--- config.mk ---
export PLATFORM = sky130hd
export DESIGN_NAME = segment_stats_aggregator
export DESIGN_NICKNAME = d
export VERILOG_FILES = /design/src/rtl/core/ssa_pkg.sv /design/src/rtl/core/ssa_divider.sv /design/src/rtl/core/segment_stats_aggregator.sv
export SDC_FILE = /design/constraint.sdc
export NUM_CORES = 1
export LEC_CHECK = 0
export BUFFER_PORTS_ARGS = -buffer_cell sky130_fd_sc_hd__buf_2
export CORE_MARGIN = 4
export CORE_UTILIZATION = 40
export CTS_CLUSTER_DIAMETER = 80
export DETAILED_ROUTE_END_ITERATION = 8
export HOLD_SLACK_MARGIN = 0.02
export PLACE_DENSITY_LB_ADDON = 0.3
export SLEW_MARGIN = 20
export SYNTH_ARGS = -nofsm -noshare
export SYNTH_HDL_FRONTEND = slang
export SYNTH_SLANG_ARGS = --single-unit
--- constraint.sdc ---
create_clock -name clk -period 15.45 [get_ports clk]
set_input_delay 1.545 -clock clk [delete_from_list [all_inputs] [get_ports clk]]
set_output_delay 1.545 -clock clk [all_outputs]
set_load 0.05 [all_outputs]
--- src/rtl/core/ssa_pkg.sv ---
// Shared widths, register indexes and item layouts for the segment stats aggregator.
package ssa_pkg;

  // Statistics sizing
  localparam int COUNT_BITS    = 20;
  localparam int SPEED_BITS    = 16;
  localparam int MEAN_BITS     = SPEED_BITS;
  localparam int SUM_BITS      = COUNT_BITS + SPEED_BITS;
  localparam int DIV_STEP_BITS = $clog2(MEAN_BITS + 1);

  // Field widths
  localparam int LAP_BITS   = 16;
  localparam int MS_BITS    = 24;
  localparam int DELTA_BITS = 24;
  localparam int REC_BITS   = 16;

  // Configuration port
  localparam int CFG_ADDR_BITS = 1;
  localparam int CFG_DATA_BITS = 16;
  localparam logic [CFG_ADDR_BITS-1:0] REG_MAX_RECORDS      = CFG_ADDR_BITS'(0);
  localparam logic [CFG_ADDR_BITS-1:0] REG_MOVING_THRESHOLD = CFG_ADDR_BITS'(1);

  localparam logic [REC_BITS-1:0]   MAX_RECORDS_RESET = REC_BITS'(64);
  localparam logic [SPEED_BITS-1:0] THRESHOLD_RESET   = SPEED_BITS'(10);
  localparam logic [COUNT_BITS-1:0] COUNT_MAX         = {COUNT_BITS{1'b1}};

  // Input sample, lap_id in the low bits and split_two_ms in the high bits
  typedef struct packed {
    logic [MS_BITS-1:0]           split_two_ms;
    logic [MS_BITS-1:0]           split_one_ms;
    logic signed [DELTA_BITS-1:0] delta_time_ms;
    logic [SPEED_BITS-1:0]        speed_tenths;
    logic [MS_BITS-1:0]           elapsed_lap_ms;
    logic [LAP_BITS-1:0]          lap_id;
  } ssa_sample_t;

  // Lap record, closed_lap in the low bits and final_split_two in the high bits
  typedef struct packed {
    logic [MS_BITS-1:0]           final_split_two;
    logic [MS_BITS-1:0]           final_split_one;
    logic [MEAN_BITS-1:0]         mean_speed;
    logic [SPEED_BITS-1:0]        peak_speed;
    logic signed [DELTA_BITS-1:0] closed_delta_ms;
    logic [MS_BITS-1:0]           closed_lap_ms;
    logic [LAP_BITS-1:0]          closed_lap;
  } ssa_record_t;

  localparam int SAMPLE_BITS = $bits(ssa_sample_t);
  localparam int RECORD_BITS = $bits(ssa_record_t);

  // Request to the mean divider
  typedef struct packed {
    logic                  start;
    logic [SUM_BITS-1:0]   dividend;
    logic [COUNT_BITS-1:0] divisor;
  } ssa_div_req_t;

endpackage

--- src/rtl/core/ssa_divider.sv ---
// Restoring divider for the lap mean, one quotient bit per cycle.
module ssa_divider (
  input  logic                                clk,
  input  logic                                rst,
  input  ssa_pkg::ssa_div_req_t               req,
  output logic                                done,
  output logic [ssa_pkg::MEAN_BITS-1:0]       quotient
);

  // The mean never exceeds the largest speed, so the dividend's upper part
  // is already below the divisor and only MEAN_BITS steps are needed.
  logic [ssa_pkg::COUNT_BITS-1:0]    rem;
  logic [ssa_pkg::MEAN_BITS-1:0]     lo;
  logic [ssa_pkg::COUNT_BITS-1:0]    divisor;
  logic [ssa_pkg::DIV_STEP_BITS-1:0] step;
  logic                              busy;

  logic [ssa_pkg::COUNT_BITS:0] trial;
  logic                         fits;

  // One trial subtract
  always_comb begin
    trial = {rem, lo[ssa_pkg::MEAN_BITS-1]};
    fits  = trial >= {1'b0, divisor};
  end

  always_ff @(posedge clk) begin
    if (rst) begin
      busy <= 1'b0;
      done <= 1'b0;
      step <= '0;
    end else begin
      done <= 1'b0;
      if (req.start) begin
        rem     <= req.dividend[ssa_pkg::SUM_BITS-1:ssa_pkg::MEAN_BITS];
        lo      <= req.dividend[ssa_pkg::MEAN_BITS-1:0];
        divisor <= req.divisor;
        step    <= '0;
        busy    <= 1'b1;
      end else if (busy) begin
        if (fits) begin
          rem <= ssa_pkg::COUNT_BITS'(trial - {1'b0, divisor});
        end else begin
          rem <= trial[ssa_pkg::COUNT_BITS-1:0];
        end
        lo   <= {lo[ssa_pkg::MEAN_BITS-2:0], fits};
        step <= step + 1'b1;
        if (step == ssa_pkg::DIV_STEP_BITS'(ssa_pkg::MEAN_BITS - 1)) begin
          busy <= 1'b0;
          done <= 1'b1;
        end
      end
    end
  end

  assign quotient = lo;

endmodule

--- src/rtl/core/segment_stats_aggregator.sv ---
// Top level of the segment stats aggregator: lap tracking, statistics and record output.

// Takes one telemetry sample per request and emits a record when the lap number
// moves away from a nonzero lap. A sample that closes no lap, or one taken after
// the record limit, is absorbed without leaving the idle state. A sample that
// closes a lap runs the mean divider, one quotient bit per step, then loads the
// output register before the next sample is taken; with no moving samples in
// the lap the divider is skipped. The output register holds a finished record
// while new samples are accepted; a second closing sample is accepted, but its
// record and all later samples wait until the first record has been taken.
module segment_stats_aggregator (
  input  logic                                clk,
  input  logic                                rst,
  // Configuration writes
  input  logic                                cfg_we,
  input  logic [ssa_pkg::CFG_ADDR_BITS-1:0]   cfg_addr,
  input  logic [ssa_pkg::CFG_DATA_BITS-1:0]   cfg_wdata,
  // Samples in
  input  logic                                s_tvalid,
  output logic                                s_tready,
  // lap_id, elapsed_lap_ms, speed_tenths, delta_time_ms, split_one_ms, split_two_ms
  input  logic [ssa_pkg::SAMPLE_BITS-1:0]     s_tdata,
  // Lap records out
  output logic                                m_tvalid,
  input  logic                                m_tready,
  // closed_lap, closed_lap_ms, closed_delta_ms, peak_speed, mean_speed,
  // final_split_one, final_split_two
  output logic [ssa_pkg::RECORD_BITS-1:0]     m_tdata
);

  typedef enum logic [1:0] {
    ST_IDLE,
    ST_DIVIDE,
    ST_LOAD
  } state_t;

  state_t state;

  // Configuration
  logic [ssa_pkg::REC_BITS-1:0]   max_records;
  logic [ssa_pkg::SPEED_BITS-1:0] moving_threshold;

  // Lap state
  logic [ssa_pkg::LAP_BITS-1:0]   prev_lap;
  logic [ssa_pkg::MS_BITS-1:0]    prev_lap_ms;
  logic [ssa_pkg::SPEED_BITS-1:0] lap_peak;
  logic [ssa_pkg::SUM_BITS-1:0]   moving_sum;
  logic [ssa_pkg::COUNT_BITS-1:0] moving_count;
  logic [ssa_pkg::MS_BITS-1:0]    prev_split_one;
  logic [ssa_pkg::MS_BITS-1:0]    prev_split_two;
  logic [ssa_pkg::REC_BITS-1:0]   records_sent;

  // Pending record and output register
  ssa_pkg::ssa_record_t rec;
  logic                 mean_zero;
  ssa_pkg::ssa_record_t out_rec;
  ssa_pkg::ssa_record_t out_rec_next;
  logic                 out_valid;
  logic                 out_load;

  ssa_pkg::ssa_sample_t sample;
  logic                 accept;
  logic                 limit_hit;
  logic                 closing;

  logic [ssa_pkg::SPEED_BITS-1:0] peak_base;
  logic [ssa_pkg::SUM_BITS-1:0]   sum_base;
  logic [ssa_pkg::COUNT_BITS-1:0] count_base;
  logic [ssa_pkg::SPEED_BITS-1:0] lap_peak_next;
  logic [ssa_pkg::SUM_BITS-1:0]   moving_sum_next;
  logic [ssa_pkg::COUNT_BITS-1:0] moving_count_next;

  ssa_pkg::ssa_div_req_t          div_req;
  logic                           div_done;
  logic [ssa_pkg::MEAN_BITS-1:0]  div_quotient;

  assign sample   = ssa_pkg::ssa_sample_t'(s_tdata);
  assign s_tready = (state == ST_IDLE);
  assign accept   = s_tvalid && s_tready;
  assign m_tvalid = out_valid;
  assign m_tdata  = out_rec;

  // Lap close decision, folding of the sample into the statistics and the divider request
  always_comb begin
    limit_hit = records_sent >= max_records;
    closing   = (prev_lap != '0) && (sample.lap_id != prev_lap);

    peak_base  = closing ? '0 : lap_peak;
    sum_base   = closing ? '0 : moving_sum;
    count_base = closing ? '0 : moving_count;

    lap_peak_next = (sample.speed_tenths > peak_base) ? sample.speed_tenths : peak_base;
    if ((sample.speed_tenths > moving_threshold) && (count_base < ssa_pkg::COUNT_MAX)) begin
      moving_sum_next   = sum_base + ssa_pkg::SUM_BITS'(sample.speed_tenths);
      moving_count_next = count_base + 1'b1;
    end else begin
      moving_sum_next   = sum_base;
      moving_count_next = count_base;
    end

    div_req.start    = accept && !limit_hit && closing && (moving_count != '0);
    div_req.dividend = moving_sum;
    div_req.divisor  = moving_count;
  end

  // Output register load, mean patched in from the divider, or zero with no moving samples
  always_comb begin
    out_load                = (state == ST_LOAD) && (!out_valid || m_tready);
    out_rec_next            = rec;
    out_rec_next.mean_speed = mean_zero ? '0 : div_quotient;
  end

  ssa_divider u_divider (
    .clk      (clk),
    .rst      (rst),
    .req      (div_req),
    .done     (div_done),
    .quotient (div_quotient)
  );

  // Sequencer, configuration and lap state
  always_ff @(posedge clk) begin
    if (rst) begin
      state            <= ST_IDLE;
      out_valid        <= 1'b0;
      max_records      <= ssa_pkg::MAX_RECORDS_RESET;
      moving_threshold <= ssa_pkg::THRESHOLD_RESET;
      prev_lap         <= '0;
      prev_lap_ms      <= '0;
      lap_peak         <= '0;
      moving_sum       <= '0;
      moving_count     <= '0;
      prev_split_one   <= '0;
      prev_split_two   <= '0;
      records_sent     <= '0;
    end else begin
      if (cfg_we) begin
        case (cfg_addr)
          ssa_pkg::REG_MAX_RECORDS:      max_records      <= cfg_wdata;
          ssa_pkg::REG_MOVING_THRESHOLD: moving_threshold <= cfg_wdata;
          default: ;
        endcase
      end

      if (out_load) begin
        out_valid <= 1'b1;
      end else if (m_tready) begin
        out_valid <= 1'b0;
      end

      case (state)
        ST_IDLE: begin
          if (accept && !limit_hit) begin
            if (closing) begin
              rec.closed_lap      <= prev_lap;
              rec.closed_lap_ms   <= prev_lap_ms;
              rec.closed_delta_ms <= sample.delta_time_ms;
              rec.peak_speed      <= lap_peak;
              rec.mean_speed      <= '0;
              rec.final_split_one <= prev_split_one;
              rec.final_split_two <= prev_split_two;
              mean_zero           <= (moving_count == '0);
              records_sent        <= records_sent + 1'b1;
              state               <= (moving_count == '0) ? ST_LOAD : ST_DIVIDE;
            end
            lap_peak       <= lap_peak_next;
            moving_sum     <= moving_sum_next;
            moving_count   <= moving_count_next;
            prev_lap       <= sample.lap_id;
            prev_lap_ms    <= sample.elapsed_lap_ms;
            prev_split_one <= sample.split_one_ms;
            prev_split_two <= sample.split_two_ms;
          end
        end
        ST_DIVIDE: begin
          if (div_done) begin
            state <= ST_LOAD;
          end
        end
        ST_LOAD: begin
          // Wait for the output register to free up
          if (out_load) begin
            out_rec <= out_rec_next;
            state   <= ST_IDLE;
          end
        end
        default: state <= ST_IDLE;
      endcase
    end
  end

endmodule

==> impl_metrics.ini, run 1 <==
[yosys]
synth_top_family_by_area = simple AND/OR/NAND/NOR gates
synth.yosys.seq_area_share = 0.633
synth-edff-count = 329
yosys.area_share.simple = 0.141
syn-num-nets = 2192
ys_warn_count = 0
muxShareOfSynthArea = 0.0126
synthAdderAreaFrac = 0.0507
synth_top_area_cell = edfxtp_1
async_flop_share = 0
synth_area_leaders = edfxtp_1 (44%), dfxtp_1 (19%), nand2_1 (6.4%), ha_1 (4.9%), a21oi_1 (4.2%)
netlist_area_um2 = 22500
synth_flop_cell = edfxtp_1
synth_seq_cells = 547
synth_compound_area_frac = 0.111
netlist_instances = 1952
synth_top_area_share = 0.439
synth_cell_types = 73
synth-xor-area-share = 0.0234
syn_avg_cell_area_um2 = 11.5

[grt]
grt_pass1_vias = 15600
grt_max_degree = 90
grtUsageTotal = 0.176
grt.overflow.total = 0
antenna_found_initial = 1
grt_pass1_wl_um = 85400

[cells_and_area]
drive_gt1_frac = 0.188
fin_cells = 3030
syn_to_final_growth_pct = 18.6
multi_input_area_um2 = 7660
antenna-diode-count = 0
layout.area.seq_um2 = 14200
final_cell_mix = nand2_1 (383), edfxtp_1 (329), buf_2 (294), dfxtp_1 (218), a21oi_1 (190)
fill_cells = 4946
layout_commonest_cell = nand2_1
post-route-util = 0.482
num-nets-final = 2473

[timing]
hold_viol_final = 0
finalMaxSlewViolations = 0
fin_crit_sh = 0.359
rsz0062_at_grt = no
worst_slew_pin_slew_ps = 1090
holdWs_ps = 409
fin_skew_ps = 48.6
maxClockFrequency_mhz = 180
period_minus_slack_ps = 5550
slew_headroom = 0.271
setup-violations-final = 0
final.setup.tns_ps = 0

[cts]
clk_path_buf_depth = 3
holdBufCountCts = 0
htreeDepth = 2
clkSlewWorstSetupHoldPaths_ps = 60
worstSkewPairLatency_ps = 630
cts.sinks = 547
postCtsResizedCells = 0
root_buffer = clkbuf_16
cts_tree = done
cts_inserted_buffers = 57
cts_setup_buffers = 0

[routing]
postRouteAntennaNets = 0
routedWlPerCell_um = 17.9
vias = 15900
dr.pass1.iters = 5
wl_um = 54300
vias_per_cell = 5.24
drcViolationCount = 0
drt-initial-drc-count = 1150

[status]
status = finished clean

[setup_path]
start_kind = input port
cp.arrival_ps = 6040
crit_fanout = 47
setup.worst_path.end_class = flip-flop
crit_type = in2reg
worstPathRequired_ps = 15940

[placement]
numPortBuffers = 295
placed_cells = 2922
dpl.hpwl_um = 38400
place_congestion = 0.838

[floorplanning]
ioPinCount = 296
die_w_um = 245
die_h_um = 245
start_util = 0.406
num_rows = 86
die_area_um2 = 60100
core_um2 = 55400

[power_and_ir_drop]
p_leak_nw = 10.5
p_per_area_nw_per_um2 = 137
peakVddDrop_uv = 88.3
power.total_mw = 3.66

[run]
cap_violations = 0

[hold_path]
hp-class = reg2reg
cell usage after synthesis, types with 12 or more instances:
library cell / n
nand4_1: 36
dfxtp_1: 218
clkbuf_1: 56
a2111o_1: 16
o211ai_1: 12
nor2b_1: 22
xnor2_1: 30
a21oi_1: 191
and3_1: 28
inv_1: 70
xor2_1: 30
nor2_1: 84
nor3_1: 19
buf_2: 21
o21ai_0: 25
ha_1: 88
edfxtp_1: 329
and2_1: 26
o2111ai_1: 14
nor4_1: 18
mux2i_1: 26
nand3_1: 30
nand2_1: 383
a22o_1: 32
state kept, by name, summed over array words and instances (netlist names):
name,cells
prev_lap_ms,24
state,2
u_divider.busy,1
prev_lap,16
moving_sum,36
m_tvalid,1
u_divider.quotient,16
moving_count,20
prev_split_one,24
u_divider.divisor,20
prev_split_two,24
mean_zero,1
lap_peak,16
max_records,16
out_rec_next,128
moving_threshold,16
u_divider.done,1
m_tdata,144
u_divider.step,5
records_sent,16
u_divider.rem,20
metrics by stage:
step                      area (um^2)  worst slack, ps
final                           26700             9900
after global routing            26700             9590
after CTS                       26700            10020
after detailed placement        24700             9390
after global placement          24700             9490
after floorplan                 22500             2180
path summary, 6_finish.rpt:
path                           from                 to  slack, ps  depth (start not counted)
setup / recovery         s_tdata[0]     moving_sum[24]       9900                         17
hold / removal    prev_split_one[8]  out_rec_next[104]        410                          0
setup reg to reg        prev_lap[2]     moving_sum[24]      10560                         16
hold reg to reg   prev_split_one[8]  out_rec_next[104]        410                          0
critical path: stages:
cell and delay, ps:
buf_2 120, xor2_1 150, nor4_1 650, nand4_1 210
nand2_1 120, buf_4 430, and2_1 210, ha_1 180
inv_1 70, fa_1 370, nand2b_1 200, a21oi_1 320
o311ai_1 190, nand3_1 120, a41o_1 440, nor4b_1 310
mux2_2 370
power by group:
part,switching [mW],total [mW],internal [mW]
Combinational,0.369,0.501,0.132
Sequential,0.0535,1.75,1.70
Clock,0.568,1.41,0.839
Total,0.990,3.66,2.67
cell families after synthesis:
| group | count (synthesis) |
|---|---|
| XOR/XNOR | 60 |
| AND/OR/NAND/NOR | 688 |
| AO/OA/AOI/OAI | 378 |
| adder cells (fa/ha/maj) | 90 |
| buffers and inverters | 161 |
| multiplexers | 28 |
| flip-flops | 547 |
cell type report:
cell class | instances | area share
Clock buffer | 86 | 0.0613
Timing Repair Buffer | 312 | 0.0603
Inverter | 71 | 0.00998
Tap cell | 748 | 0.0351
Clock inverter | 22 | 0.0127
Multi-Input combinational cell | 1244 | 0.287
Sequential cell | 547 | 0.534
routing by layer:
metal  wire length [um]  GRT usage  vias to the layer above
met5                 10          0                        -
met4               1330     0.0537                        2
met3               3770     0.0334                       86
met2              25300      0.287                      506
met1              23900      0.239                     7643
li1                   -          -                     7636
Note: power is estimated with default switching activity, not from simulation.
==> inputs of run 2 (changes only) <==
==> constraint.sdc (replaced) <==
create_clock -name clk -period 4.5 [get_ports clk]
set_input_delay 0.45 -clock clk [delete_from_list [all_inputs] [get_ports clk]]
set_output_delay 0.45 -clock clk [all_outputs]
set_load 0.05 [all_outputs]
==> impl_metrics.ini, run 2 (synthesis gave the netlist of run 1 again) <==
[status]
status = finished clean

[timing]
fin_skew_ps = 52.0
maxClockFrequency_mhz = 234
period_minus_slack_ps = 4270
finalMaxSlewViolations = 0
rsz0062_at_grt = no
setup_ws_ps = 229
hold_viol_final = 0
fin_crit_sh = 0.949
slew_headroom = 0.287
worst_slew_pin_slew_ps = 1070
final.setup.tns_ps = 0
setup-violations-final = 0
holdWs_ps = 61.3

[setup_path]
reg2reg_depth = 15
cp.arrival_ps = 4740
rrSetupSlack_ps = 230
path_buf_inv = 1
cp_slowest_cell = nor4_1
crit_end = moving_sum[24]
critPathLaunch = prev_lap[1]
start_kind = flip-flop
crit_fanout = 10
crit_chain = xor2_1, nor4_1, nand4_1, nand2_1, and2_1, ha_1, inv_1, fa_1, nand2b_1, a21oi_1, o311ai_1, nand3_1, a41o_1, nor4b_1, mux2_2
r2r_end = moving_sum[24]
rr_startpoint = prev_lap[1]
max_stage_delay_ps = 490
cp.depth = 15
crit_type = reg2reg
critPathTopFamily = simple AND/OR/NAND/NOR gates
setup.worst_path.end_class = flip-flop
worstPathRequired_ps = 4970

[power_and_ir_drop]
p_leak_nw = 10.6
peakVddDrop_uv = 311
p_per_area_nw_per_um2 = 456

[run]
cap_violations = 0

[placement]
numPortBuffers = 295
dpl_cell_area_um2 = 24900
dpl.hpwl_um = 39200
place_congestion = 0.867
dp_slack_ps = 187

[floorplanning]
ioPinCount = 296
core_um2 = 55400
die_w_um = 245
num_rows = 86
start_util = 0.406
die_area_um2 = 60100
die_h_um = 245

[cts]
htreeDepth = 2
cts_inserted_buffers = 56
cts_tree = done
cts_setup_buffers = 0
clkSlewWorstSetupHoldPaths_ps = 60
clk_path_buf_depth = 3
cts.sinks = 547
worstSkewPairLatency_ps = 620
root_buffer = clkbuf_16

[grt]
grt.overflow.total = 0
grt_max_degree = 87
antenna_found_initial = 1
grt_pass1_vias = 15600
grt_pass1_wl_um = 86200
grtUsageTotal = 0.178

[cells_and_area]
layout.area.seq_um2 = 14200
largest_reg_flops = 144
multi_input_area_um2 = 7680
fill_cells = 4925
syn_to_final_growth_pct = 19.8
drive_gt1_frac = 0.193
layout_commonest_cell = nand2_1
final_area_um2 = 27000
final_cell_mix = nand2_1 (383), edfxtp_1 (329), buf_2 (294), dfxtp_1 (217), a21oi_1 (190)
num-nets-final = 2512

[routing]
drt-initial-drc-count = 1312
routedWlPerCell_um = 18.1
vias_per_cell = 5.20
wl_um = 55600
vias = 16000
drcViolationCount = 0
postRouteAntennaNets = 0
dr.pass1.iters = 5

[hold_path]
hp-class = in2reg
hold-path-cell-count = 1
run 2: changes by cell type in the layout (fill, tap and decap cells not counted), moves of 2 or more:
| cell | before | now |
|---|---|---|
| clkinvlp_4 | 0 | 3 |
| clkbuf_1 | 20 | 14 |
| bufinv_16 | 6 | 2 |
| clkbuf_16 | 58 | 56 |
| clkinv_1 | 1 | 8 |
| buf_12 | 0 | 5 |
| buf_4 | 17 | 29 |
| dlygate4sd3_1 | 0 | 23 |
run 2: worst min-delay path by stage:
stage | startpoint | endpoint | slack [ps]
CTS | s_tdata[65] | out_rec_next[49] | 30
floorplan | out_rec_next[0] | m_tdata[0] | 400
detailed placement | out_rec_next[105] | m_tdata[105] | 400
global placement | out_rec_next[44] | m_tdata[44] | 400
finish | s_tdata[65] | out_rec_next[49] | 60
global route | s_tdata[65] | out_rec_next[49] | 30
run 2: routing by layer:
metal  vias up  wire length, um  GRT usage
li1       7681                -          -
met2       505            25900      0.294
met4         2              878     0.0393
met1      7720            24600      0.245
met3        60             4240     0.0360
met5         -               13          0
run 2: metrics by stage:
stage	instances	power (mW)	util
6_report	3068	12.3	0.487
5_1_grt	3067	12.8	0.486
4_1_cts	3067	12.4	0.486
3_5_place_dp	2939	7.91	0.450
3_3_place_gp	2939	7.86	0.450
2_1_floorplan	1952	7.31	-
run 2: area by class of cell:
cell class              count  area share
clock inverters            28     0.00933
repair buffers            352      0.0753
flip-flops and latches    547       0.528
diodes                      1   0.0000928
multi-input cells        1244       0.285
well taps                 748      0.0347
clock buffers              77      0.0575
inverters                  71     0.00988
run 2: power by group:
part / switching (mW) / internal, mW / total, mW
Combinational: 1.30 / 0.515 / 1.81
Sequential: 0.175 / 5.82 / 6.00
Clock: 1.95 / 2.54 / 4.49
run 2: timing repair:
action                                 4_1_cts  5_1_grt
hold buffers                                23        0
endpoints found under the hold margin       23        0
resized for setup                            0        0
